File: src/ukst_pkg.sv
// Shared constants, codes and types of the unordered key set table.
`timescale 1ns / 1ps

package ukst_pkg;

	// Table size and the widths that follow from it.
	localparam int CAPACITY = 1024;
	localparam int ADDR_W   = $clog2(CAPACITY);
	localparam int CNT_W    = $clog2(CAPACITY + 1);
	localparam int KEY_W    = 32;
	localparam int IDX_W    = 11;

	// Operation codes.
	localparam logic [1:0] OP_LOOKUP = 2'd0;
	localparam logic [1:0] OP_INSERT = 2'd1;
	localparam logic [1:0] OP_REMOVE = 2'd2;

	// Result status codes.
	localparam logic [1:0] STAT_DONE    = 2'd0;
	localparam logic [1:0] STAT_ABSENT  = 2'd1;
	localparam logic [1:0] STAT_PRESENT = 2'd2;
	localparam logic [1:0] STAT_FULL    = 2'd3;

	// Request from the sequencer to the key memory.
	typedef struct packed {
		logic              re;
		logic [ADDR_W-1:0] raddr;
		logic              we;
		logic [ADDR_W-1:0] waddr;
		logic [KEY_W-1:0]  wdata;
	} ram_req_t;

	// Finished result offered by the sequencer to the output register.
	typedef struct packed {
		logic             valid;
		logic [1:0]       status;
		logic [IDX_W-1:0] index;
		logic [IDX_W-1:0] entries;
	} done_t;

endpackage

File: src/ukst_ctrl.sv
// Sequencer that scans the key memory through one comparator and applies each operation.
`timescale 1ns / 1ps

module ukst_ctrl (
	input  logic                       clk,
	input  logic                       arst_n,
	input  logic                       in_valid,
	input  logic [1:0]                 operation,
	input  logic [ukst_pkg::KEY_W-1:0] key,
	output logic                       in_ready,
	output ukst_pkg::done_t            done,
	input  logic                       take,
	output ukst_pkg::ram_req_t         ram_req,
	input  logic [ukst_pkg::KEY_W-1:0] rdata
);
	import ukst_pkg::*;

	typedef enum logic [2:0] {
		ST_IDLE,
		ST_SCAN,
		ST_FETCH,
		ST_MOVE,
		ST_DONE
	} state_t;

	state_t           state_q;
	logic [1:0]       op_q;
	logic [KEY_W-1:0] key_q;
	logic [CNT_W-1:0] count_q;
	logic [CNT_W-1:0] slot_q;
	logic [CNT_W-1:0] hit_q;
	logic [CNT_W-1:0] index_q;
	logic [1:0]       status_q;
	logic             pend_s1;
	logic [CNT_W-1:0] cmp_slot_s1;
	logic [CNT_W-1:0] last_slot;
	logic             issue;
	logic             hit_now;
	logic             miss_now;
	logic             full;

	// A read is issued for every slot below the count; its data is compared in the following cycle.
	assign issue     = (state_q == ST_SCAN) && (slot_q < count_q);
	assign hit_now   = (state_q == ST_SCAN) && pend_s1 && (rdata == key_q);
	assign miss_now  = (state_q == ST_SCAN) && !pend_s1 && !issue;
	assign full      = (count_q == CNT_W'(CAPACITY));
	assign last_slot = count_q - CNT_W'(1);

	always_comb begin
		ram_req.re    = issue || (state_q == ST_FETCH);
		ram_req.raddr = (state_q == ST_FETCH) ? last_slot[ADDR_W-1:0] : slot_q[ADDR_W-1:0];
		ram_req.we    = (miss_now && (op_q == OP_INSERT) && !full) || (state_q == ST_MOVE);
		ram_req.waddr = (state_q == ST_MOVE) ? hit_q[ADDR_W-1:0] : count_q[ADDR_W-1:0];
		ram_req.wdata = (state_q == ST_MOVE) ? rdata : key_q;
	end

	assign in_ready     = (state_q == ST_IDLE);
	assign done.valid   = (state_q == ST_DONE);
	assign done.status  = status_q;
	assign done.index   = IDX_W'(index_q);
	assign done.entries = IDX_W'(count_q);

	always_ff @(posedge clk or negedge arst_n) begin
		if (!arst_n) begin
			state_q     <= ST_IDLE;
			op_q        <= OP_LOOKUP;
			key_q       <= '0;
			count_q     <= '0;
			slot_q      <= '0;
			hit_q       <= '0;
			index_q     <= '0;
			status_q    <= STAT_DONE;
			pend_s1     <= 1'b0;
			cmp_slot_s1 <= '0;
		end else begin
			case (state_q)
				ST_IDLE: begin
					if (in_valid) begin
						op_q    <= operation;
						key_q   <= key;
						slot_q  <= '0;
						pend_s1 <= 1'b0;
						state_q <= ST_SCAN;
					end
				end
				ST_SCAN: begin
					pend_s1     <= issue;
					cmp_slot_s1 <= slot_q;
					if (issue) begin
						slot_q <= slot_q + CNT_W'(1);
					end
					if (hit_now) begin
						hit_q <= cmp_slot_s1;
						case (op_q)
							OP_INSERT: begin
								status_q <= STAT_PRESENT;
								index_q  <= cmp_slot_s1;
								state_q  <= ST_DONE;
							end
							OP_REMOVE: begin
								state_q <= ST_FETCH;
							end
							default: begin
								status_q <= STAT_DONE;
								index_q  <= cmp_slot_s1;
								state_q  <= ST_DONE;
							end
						endcase
					end else if (miss_now) begin
						index_q <= count_q;
						state_q <= ST_DONE;
						case (op_q)
							OP_INSERT: begin
								if (full) begin
									status_q <= STAT_FULL;
								end else begin
									status_q <= STAT_DONE;
									count_q  <= count_q + CNT_W'(1);
								end
							end
							default: begin
								status_q <= STAT_ABSENT;
							end
						endcase
					end
				end
				ST_FETCH: begin
					state_q <= ST_MOVE;
				end
				ST_MOVE: begin
					count_q  <= last_slot;
					status_q <= STAT_DONE;
					index_q  <= hit_q;
					state_q  <= ST_DONE;
				end
				ST_DONE: begin
					if (take) begin
						state_q <= ST_IDLE;
					end
				end
				default: begin
					state_q <= ST_IDLE;
				end
			endcase
		end
	end

	// The count never passes the table size.
	a_count_bound: assert property (@(posedge clk) disable iff (!arst_n)
		count_q <= CNT_W'(CAPACITY))
		else $error("entry count above capacity");

	// The single-port sequencing never reads and writes the memory in one cycle.
	a_no_rw_clash: assert property (@(posedge clk) disable iff (!arst_n)
		!(ram_req.re && ram_req.we))
		else $error("key memory read and write in the same cycle");

	// A move only ever fills a slot that is in use.
	a_move_in_range: assert property (@(posedge clk) disable iff (!arst_n)
		(state_q == ST_MOVE) |-> (hit_q < count_q))
		else $error("remove moves into a slot outside the table");

	// The count changes only by one, and only where an insert or a remove commits.
	a_count_step: assert property (@(posedge clk) disable iff (!arst_n)
		(count_q != $past(count_q)) |->
			(($past(state_q) == ST_SCAN) && (count_q == $past(count_q) + CNT_W'(1))) ||
			(($past(state_q) == ST_MOVE) && (count_q == $past(count_q) - CNT_W'(1))))
		else $error("entry count changed unexpectedly");

endmodule

File: config.mk
export PLATFORM = sky130hd
export DESIGN_NAME = ukst_ctrl
export DESIGN_NICKNAME = d
export VERILOG_FILES = /design/src/ukst_pkg.sv /design/src/ukst_ctrl.sv
export SDC_FILE = /design/constraint.sdc
export NUM_CORES = 1
export LEC_CHECK = 0
export CAP_MARGIN = 0
export CORE_ASPECT_RATIO = 0.8
export CORE_MARGIN = 2
export CORE_UTILIZATION = 50
export DETAILED_ROUTE_END_ITERATION = 8
export DONT_BUFFER_PORTS = 1
export SYNTH_ARGS = -nofsm -noshare
export SYNTH_HDL_FRONTEND = slang
export SYNTH_SLANG_ARGS = --single-unit
File: constraint.sdc
create_clock -name clk -period 3.18 [get_ports clk]
set_input_delay 0.159 -clock clk [delete_from_list [all_inputs] [get_ports clk]]
set_output_delay 0.159 -clock clk [all_outputs]
set_load 0.01 [all_outputs]
==> impl_metrics.tcl, run 1 <==
set metrics [dict create \
    outcome "complete, no violations" \
    hold_end "state_q[0]$_DFFE_PN0P_" \
    reg2reg_to "index_q[1]$_DFFE_PN0P_" \
    critPathRequiredTime_ns 3.02 \
    synthTopCellsByArea "sky130_fd_sc_hd__dfrtp_1 (43%), sky130_fd_sc_hd__nand2_1 (14%), sky130_fd_sc_hd__mux2_2 (8.1%)" \
    drt_first_pass_iters 5 \
    grt_overflow 0 \
    die_area_um2 11980 \
    start_kind "register" \
    holdCritStartpoint "in_valid" \
    grt_use_total 0.2587 \
    antenna_cells 0 \
    power-per-cell-area_nw_per_um2 829.0 \
    worstRegToRegCells 10 \
    drt-total-wl_um 14880 \
    final.min_clock_period_ns 2.913 \
    floorplan.die.height_um 98.31 \
    report.final.slew_viol_count 0 \
    worst_hold_path.num_cells 2 \
    synth.top_cells.by_count "sky130_fd_sc_hd__nand2_1 (202), sky130_fd_sc_hd__dfrtp_1 (95), sky130_fd_sc_hd__mux2_2 (40)" \
    drt-vias-per-instance 5.633 \
    post-synth-top-count-cell "sky130_fd_sc_hd__nand2_1" \
    path_cells "inv_1, ha_1, nand4_1, nor2_1, or4_4, o211a_1, or2_2" \
    timing.clock.skew_ns 0.006451 \
    regToRegStartpoint "count_q[10]$_DFFE_PN0P_" \
    cts-resized-gates 0 \
    rrSetupSlack_ns 0.37 \
    cts_root_buffer "sky130_fd_sc_hd__clkbuf_16" \
    synth_cell_type_count 51 \
    fmax_ghz 0.3433 \
    post_drt_wl_per_cell_um 18.44 \
    synth_seq_area_share 0.4276 \
    syn-cell-area_um2 5559 \
    post-route-worst-setup-slack_ns 0.2673 \
    path_class "register to output port" \
    synth-warning-count 0 \
    fin_nets 742 \
    drive_gt1_frac 0.1433 \
    holdBufCountCts 37 \
    total_power_uw 5376 \
    drc 0 \
    cts.sinks 95 \
    clk_pin_slew_ns 0.07 \
    synthesis.area_per_instance_um2 8.937 \
    synth-main-ff-cell "sky130_fd_sc_hd__dfrtp_1" \
    vias_in_the_first_global_route 4570 \
    drt_first_iter_violations 366 \
    hold_path_class "input port to register" \
    timing.critical_path.arrival_ns 2.75 \
    io_pins 150 \
    route.antenna.remaining_nets 0 \
    cts_buffers 9 \
    syn_nets 706 \
    final-setup-viol-count 0 \
    tightestPinTransition_ns 0.7150 \
    slew_headroom 0.5221 \
    post_cts_buffers 0 \
    wire_length_of_the_first_global_routing_pass_um 24050 \
    h-tree-depth 3 \
    worstPathMaxFanout 9 \
    syn2layout_area_growth_pct 16.66 \
    layout_worst_path_cycle_share 0.9159 \
    static-leakage-power_uw 0.003057 \
    place_inst 754 \
    routabilityCongestion 0.8328 \
    cts_max_path_buffers 2 \
    finalNonFillerCells 807 \
    grt_setup_unrepaired "false" \
    cp_slowest_cell "sky130_fd_sc_hd__or4_4" \
    clock_latency_ns 0.35 \
    finalHoldViolCount 0 \
    fp-row-count 34 \
    post-synth-top-area-fraction 0.4276 \
    ir_drop_v 0.0004338 \
    io_buffer_count 0 \
    number_of_fillers_in_the_final_layout 938 \
    async_set_or_reset_register_ratio_after_synthesis 1.000 \
    via_count 4546 \
    place_worst_setup_slack_ns 0.3800 \
    setup_tns_ns 0 \
    core_region_area_um2 10850 \
    synth_cells 622 \
    number_of_antenna_violations_at_the_first_check_in_global_routing 0 \
    worstSetupEndpointType "output port" \
    largest_net_degree_at_the_start_of_global_routing 96 \
    critical-path-max-stage-delay_ns 0.54 \
    post_synth_top_area_cell "sky130_fd_sc_hd__dfrtp_1" \
    place.detailed.hpwl_um 10700 \
    max-cap-violations 0 \
    synth_edf_count 0 \
    tritoncts_clock_tree "built" \
    start_util 0.5125 \
    yosys_register_bits 95 \
    chipWidth_um 121.9 \
]
## flip-flops by register name, summed over array words and instances (netlist names)
signal	count
slot_q	11
pend_s1	1
count_q	11
status_q	2
op_q	2
index_q	11
cmp_slot_s1	11
state_q	3
key_q	32
hit_q	11
## routing by layer
| layer | GRT usage | vias up | share of wire |
|---|---|---|---|
| li1 | - | 2151 | - |
| met3 | 0.06659 | 15 | 0.067 |
| met1 | 0.3719 | 2221 | 0.48 |
| met2 | 0.3924 | 159 | 0.44 |
| met5 | 0 | - | 0 |
| met4 | 0.06101 | 0 | 0.012 |
## through the flow
stage	hold slack (ns)	area (µm²)	util
5_1_grt	0.1150	6485	0.5978
2_1_floorplan	-0.1366	5559	-
4_1_cts	0.04001	6485	0.5978
3_3_place_gp	-0.1339	5758	0.5308
6_report	0.04323	6485	0.5978
3_5_place_dp	-0.1333	5758	0.5308
## cell families after synthesis
group	after synthesis	share of synthesized area
simple gates	293	0.2361
flops	95	0.4276
compound gates	60	0.06933
xor+xnor	57	0.08980
buf+inv	53	0.03849
mux	50	0.1071
fa+ha+maj	14	0.03151
## worst max path at each step
stage,from,end,slack [ns],cells past startpoint
after floorplan,count_q[6]$_DFFE_PN0P_,index_q[10]$_DFFE_PN0P_,0.33,11
after global placement,key_q[9]$_DFFE_PN0P_,index_q[1]$_DFFE_PN0P_,0.44,8
after detailed placement,count_q[10]$_DFFE_PN0P_,status_q[0]$_DFFE_PN0P_,0.38,10
after CTS,count_q[10]$_DFFE_PN0P_,ram_req[42],0.25,7
after global routing,count_q[10]$_DFFE_PN0P_,ram_req[42],0.12,7
final,count_q[10]$_DFFE_PN0P_,ram_req[42],0.27,7
## critical path: cells and delay by family (launching register included)
family | cells | cell delay [ns]
buffers and inverters | 1 | 0.09
adders and majority gates | 1 | 0.32
AOI/OAI and AO/OA | 1 | 0.38
DFF | 1 | 0.46
and+or+nand+nor | 4 | 1.17
## report_power, final
group	leakage, µW	internal (µW)	switching (µW)	total [µW]
logic	0.00173	911	1240	2160
clock network	0.000167	740	484	1220
registers	0.00116	1590	403	2000
## area by class of cell
type	instances	area, µm²	share of cell area
multi-input combinational	474	2970	0.4580
clock buffer	11	252.7	0.03897
inverter	24	90.09	0.01389
tap	144	180.2	0.02778
timing repair buffer	54	528.0	0.08142
clock inverter	5	86.33	0.01331
sequential	95	2377	0.3666
## cell usage in the layout, fill, tap and decap left out, types with 2 or more instances in the layout
master	synthesis	final
sky130_fd_sc_hd__clkbuf_16	0	9
sky130_fd_sc_hd__o21ai_0	28	28
sky130_fd_sc_hd__nand2_1	202	202
sky130_fd_sc_hd__nand4b_1	2	2
sky130_fd_sc_hd__dlygate4sd3_1	0	36
sky130_fd_sc_hd__mux2_4	9	9
sky130_fd_sc_hd__nand3_1	12	12
sky130_fd_sc_hd__xor2_1	36	36
sky130_fd_sc_hd__or3_1	3	3
sky130_fd_sc_hd__and2_2	0	2
sky130_fd_sc_hd__nor4_1	15	15
sky130_fd_sc_hd__o211ai_1	10	10
sky130_fd_sc_hd__buf_4	2	16
sky130_fd_sc_hd__ha_1	14	14
sky130_fd_sc_hd__dfrtp_1	95	95
sky130_fd_sc_hd__bufinv_16	0	2
sky130_fd_sc_hd__a32oi_1	3	3
sky130_fd_sc_hd__a21oi_1	6	6
sky130_fd_sc_hd__mux2_2	40	40
sky130_fd_sc_hd__a31oi_1	3	3
sky130_fd_sc_hd__and2_1	5	4
sky130_fd_sc_hd__xnor2_1	21	21
sky130_fd_sc_hd__clkbuf_8	0	2
sky130_fd_sc_hd__nor3_1	9	9
sky130_fd_sc_hd__nand4_1	6	6
sky130_fd_sc_hd__nor2_1	19	19
sky130_fd_sc_hd__nor2b_1	2	2
sky130_fd_sc_hd__and3_1	5	5
sky130_fd_sc_hd__inv_1	24	24
sky130_fd_sc_hd__inv_6	0	2
Power figures use the tool's default switching activity.
==> run 2, diff against run 1 <==
--- a/config.mk
+++ b/config.mk
@@ -6,7 +6,7 @@
 export NUM_CORES = 1
 export LEC_CHECK = 0
 export CAP_MARGIN = 0
-export CORE_ASPECT_RATIO = 0.8
+export CORE_ASPECT_RATIO = 1.25
 export CORE_MARGIN = 2
 export CORE_UTILIZATION = 50
 export DETAILED_ROUTE_END_ITERATION = 8
==> impl_metrics.tcl, run 2 (synthesis gave the netlist of run 1 again) <==
set metrics [dict create \
    cts.sinks 95 \
    worstSetupEndpointType "output port" \
    drt-vias-per-instance 5.504 \
    worstRegToRegCells 10 \
    cts-resized-gates 0 \
    via_count 4387 \
    max-cap-violations 0 \
    drt-total-wl_um 14540 \
    ir_drop_v 0.0004761 \
    wire_length_of_the_first_global_routing_pass_um 23430 \
    crit_buf_inv 1 \
    fin_nets 742 \
    power-per-cell-area_nw_per_um2 813.4 \
    regToRegStartpoint "count_q[10]$_DFFE_PN0P_" \
    floorplan.die.height_um 121.9 \
    finalHoldViolCount 0 \
    drt_first_iter_violations 185 \
    post_drt_wl_per_cell_um 18.25 \
    syn2layout_area_growth_pct 16.12 \
    number_of_antenna_violations_at_the_first_check_in_global_routing 0 \
    routabilityCongestion 0.9433 \
    core_region_area_um2 10980 \
    setup_tns_ns 0 \
    critPathRequiredTime_ns 3.02 \
    worst_hold_path.num_cells 2 \
    post-route-worst-setup-slack_ns 0.2680 \
    start_kind "register" \
    tightestPinTransition_ns 0.7047 \
    place.detailed.hpwl_um 10880 \
    io_pins 150 \
    final-setup-viol-count 0 \
    final.min_clock_period_ns 2.912 \
    drt_first_pass_iters 4 \
    cts_buffers 9 \
    hold_path_class "input port to register" \
    route.antenna.remaining_nets 0 \
    cp_slowest_cell "sky130_fd_sc_hd__or4_4" \
    finalHoldWorstSlack_ns 0.02651 \
    path_class "register to output port" \
    die_area_um2 11980 \
    finalNonFillerCells 797 \
    drive_gt1_frac 0.1420 \
    vias_in_the_first_global_route 4633 \
    clock_latency_ns 0.34 \
    place_worst_setup_slack_ns 0.3227 \
    number_of_fillers_in_the_final_layout 959 \
    grt_use_total 0.2487 \
    layout_worst_path_cycle_share 0.9157 \
    grt_overflow 0 \
    place_inst 745 \
    timing.critical_path.arrival_ns 2.75 \
    tritoncts_clock_tree "built" \
    cts_root_buffer "sky130_fd_sc_hd__clkbuf_16" \
    reg2reg_to "index_q[2]$_DFFE_PN0P_" \
    report.final.slew_viol_count 0 \
    static-leakage-power_uw 0.003046 \
    critical_path.startpoint "count_q[10]$_DFFE_PN0P_" \
    most_common_library_cell_in_the_layout_ignoring_fill_and_taps "sky130_fd_sc_hd__nand2_1" \
    cts_max_path_buffers 2 \
    chipWidth_um 98.31 \
    hold_end "state_q[0]$_DFFE_PN0P_" \
    slew_headroom 0.5291 \
    antenna_cells 0 \
    critical-path-top-delay-family "simple AND/OR/NAND/NOR gates" \
    outcome "complete, no violations" \
    fp-row-count 43 \
    start_util 0.5065 \
    layout.cells.most_common_list "sky130_fd_sc_hd__nand2_1 (202), sky130_fd_sc_hd__dfrtp_1 (95), sky130_fd_sc_hd__mux2_2 (40), sky130_fd_sc_hd__xor2_1 (36), sky130_fd_sc_hd__dlygate4sd3_1 (36)" \
    holdBufCountCts 37 \
    fmax_ghz 0.3434 \
    critical-path-max-stage-delay_ns 0.55 \
    largest_net_degree_at_the_start_of_global_routing 96 \
    worstPathMaxFanout 9 \
    drc 0 \
    holdCritStartpoint "in_valid" \
    path_cells "inv_1, ha_1, nand4_1, nor2_1, or4_4, o211a_1, or2_2" \
    io_buffer_count 0 \
    largest-register "key_q" \
    largest_reg_flops 32 \
    post_cts_buffers 0 \
    rrSetupSlack_ns 0.31 \
    timing.clock.skew_ns 0.007628 \
    clk_pin_slew_ns 0.07 \
    grt_setup_unrepaired "false" \
    h-tree-depth 3 \
]
==> run 2: changes by cell type in the layout (fill, tap and decap cells not counted), sizes merged <==
cell,before,now
inv,26,25
clkinvlp,0,1
clkbuf,11,10
==> run 2: metrics by stage <==
step | power, µW | util | area (µm²)
after global routing | 5621 | 0.5881 | 6455
after global placement | 4008 | 0.5236 | 5747
after detailed placement | 4064 | 0.5236 | 5747
after floorplan | 3541 | - | 5559
after CTS | 5302 | 0.5881 | 6455
final | 5250 | 0.5881 | 6455
==> run 2: layout make-up <==
type                       count  area [µm²]  share of cell area
timing repair buffer          54       528.0             0.08180
clock buffer                  10       239.0             0.03702
sequential                    95        2377              0.3683
tap                          135       168.9             0.02617
multi-input combinational    474        2970              0.4602
inverter                      24       90.09             0.01396
clock inverter                 5       81.33             0.01260
==> run 2: power by group <==
group	leakage, µW	total, µW	internal [µW]	switching [µW]
registers	0.00116	2020	1590	429
clock network	0.000155	1170	708	463
logic	0.00173	2060	891	1170
==> run 2: layer usage <==
| layer | track usage | wire (µm) | up-vias |
|---|---|---|---|
| met2 | 0.4435 | 7599 | 128 |
| met3 | 0.05737 | 758 | 22 |
| li1 | - | - | 2154 |
| met5 | 0 | 0 | - |
| met4 | 0.1045 | 376 | 0 |
| met1 | 0.2868 | 5809 | 2083 |
==> run 2: worst max path at each step <==
stage | endpoint | slack [ns] | cells after the start
2_1_floorplan | index_q[10]$_DFFE_PN0P_ | 0.33 | 11
3_3_place_gp | index_q[2]$_DFFE_PN0P_ | 0.41 | 10
3_5_place_dp | index_q[0]$_DFFE_PN0P_ | 0.32 | 10
4_1_cts | ram_req[42] | 0.27 | 7
5_1_grt | ram_req[42] | 0.16 | 7
6_report | ram_req[42] | 0.27 | 7
==> run 2: worst reg2reg max path: stages, from the launching register on <==
cell and delay, ns:
sky130_fd_sc_hd__dfrtp_1 0.46, sky130_fd_sc_hd__inv_1 0.10, sky130_fd_sc_hd__ha_1 0.32, sky130_fd_sc_hd__nand4_1 0.14, sky130_fd_sc_hd__nor2_1 0.07, sky130_fd_sc_hd__or4_4 0.55
sky130_fd_sc_hd__nor2_2 0.17, sky130_fd_sc_hd__o21bai_1 0.13, sky130_fd_sc_hd__o211ai_4 0.18, sky130_fd_sc_hd__buf_4 0.27, sky130_fd_sc_hd__mux2_2 0.37
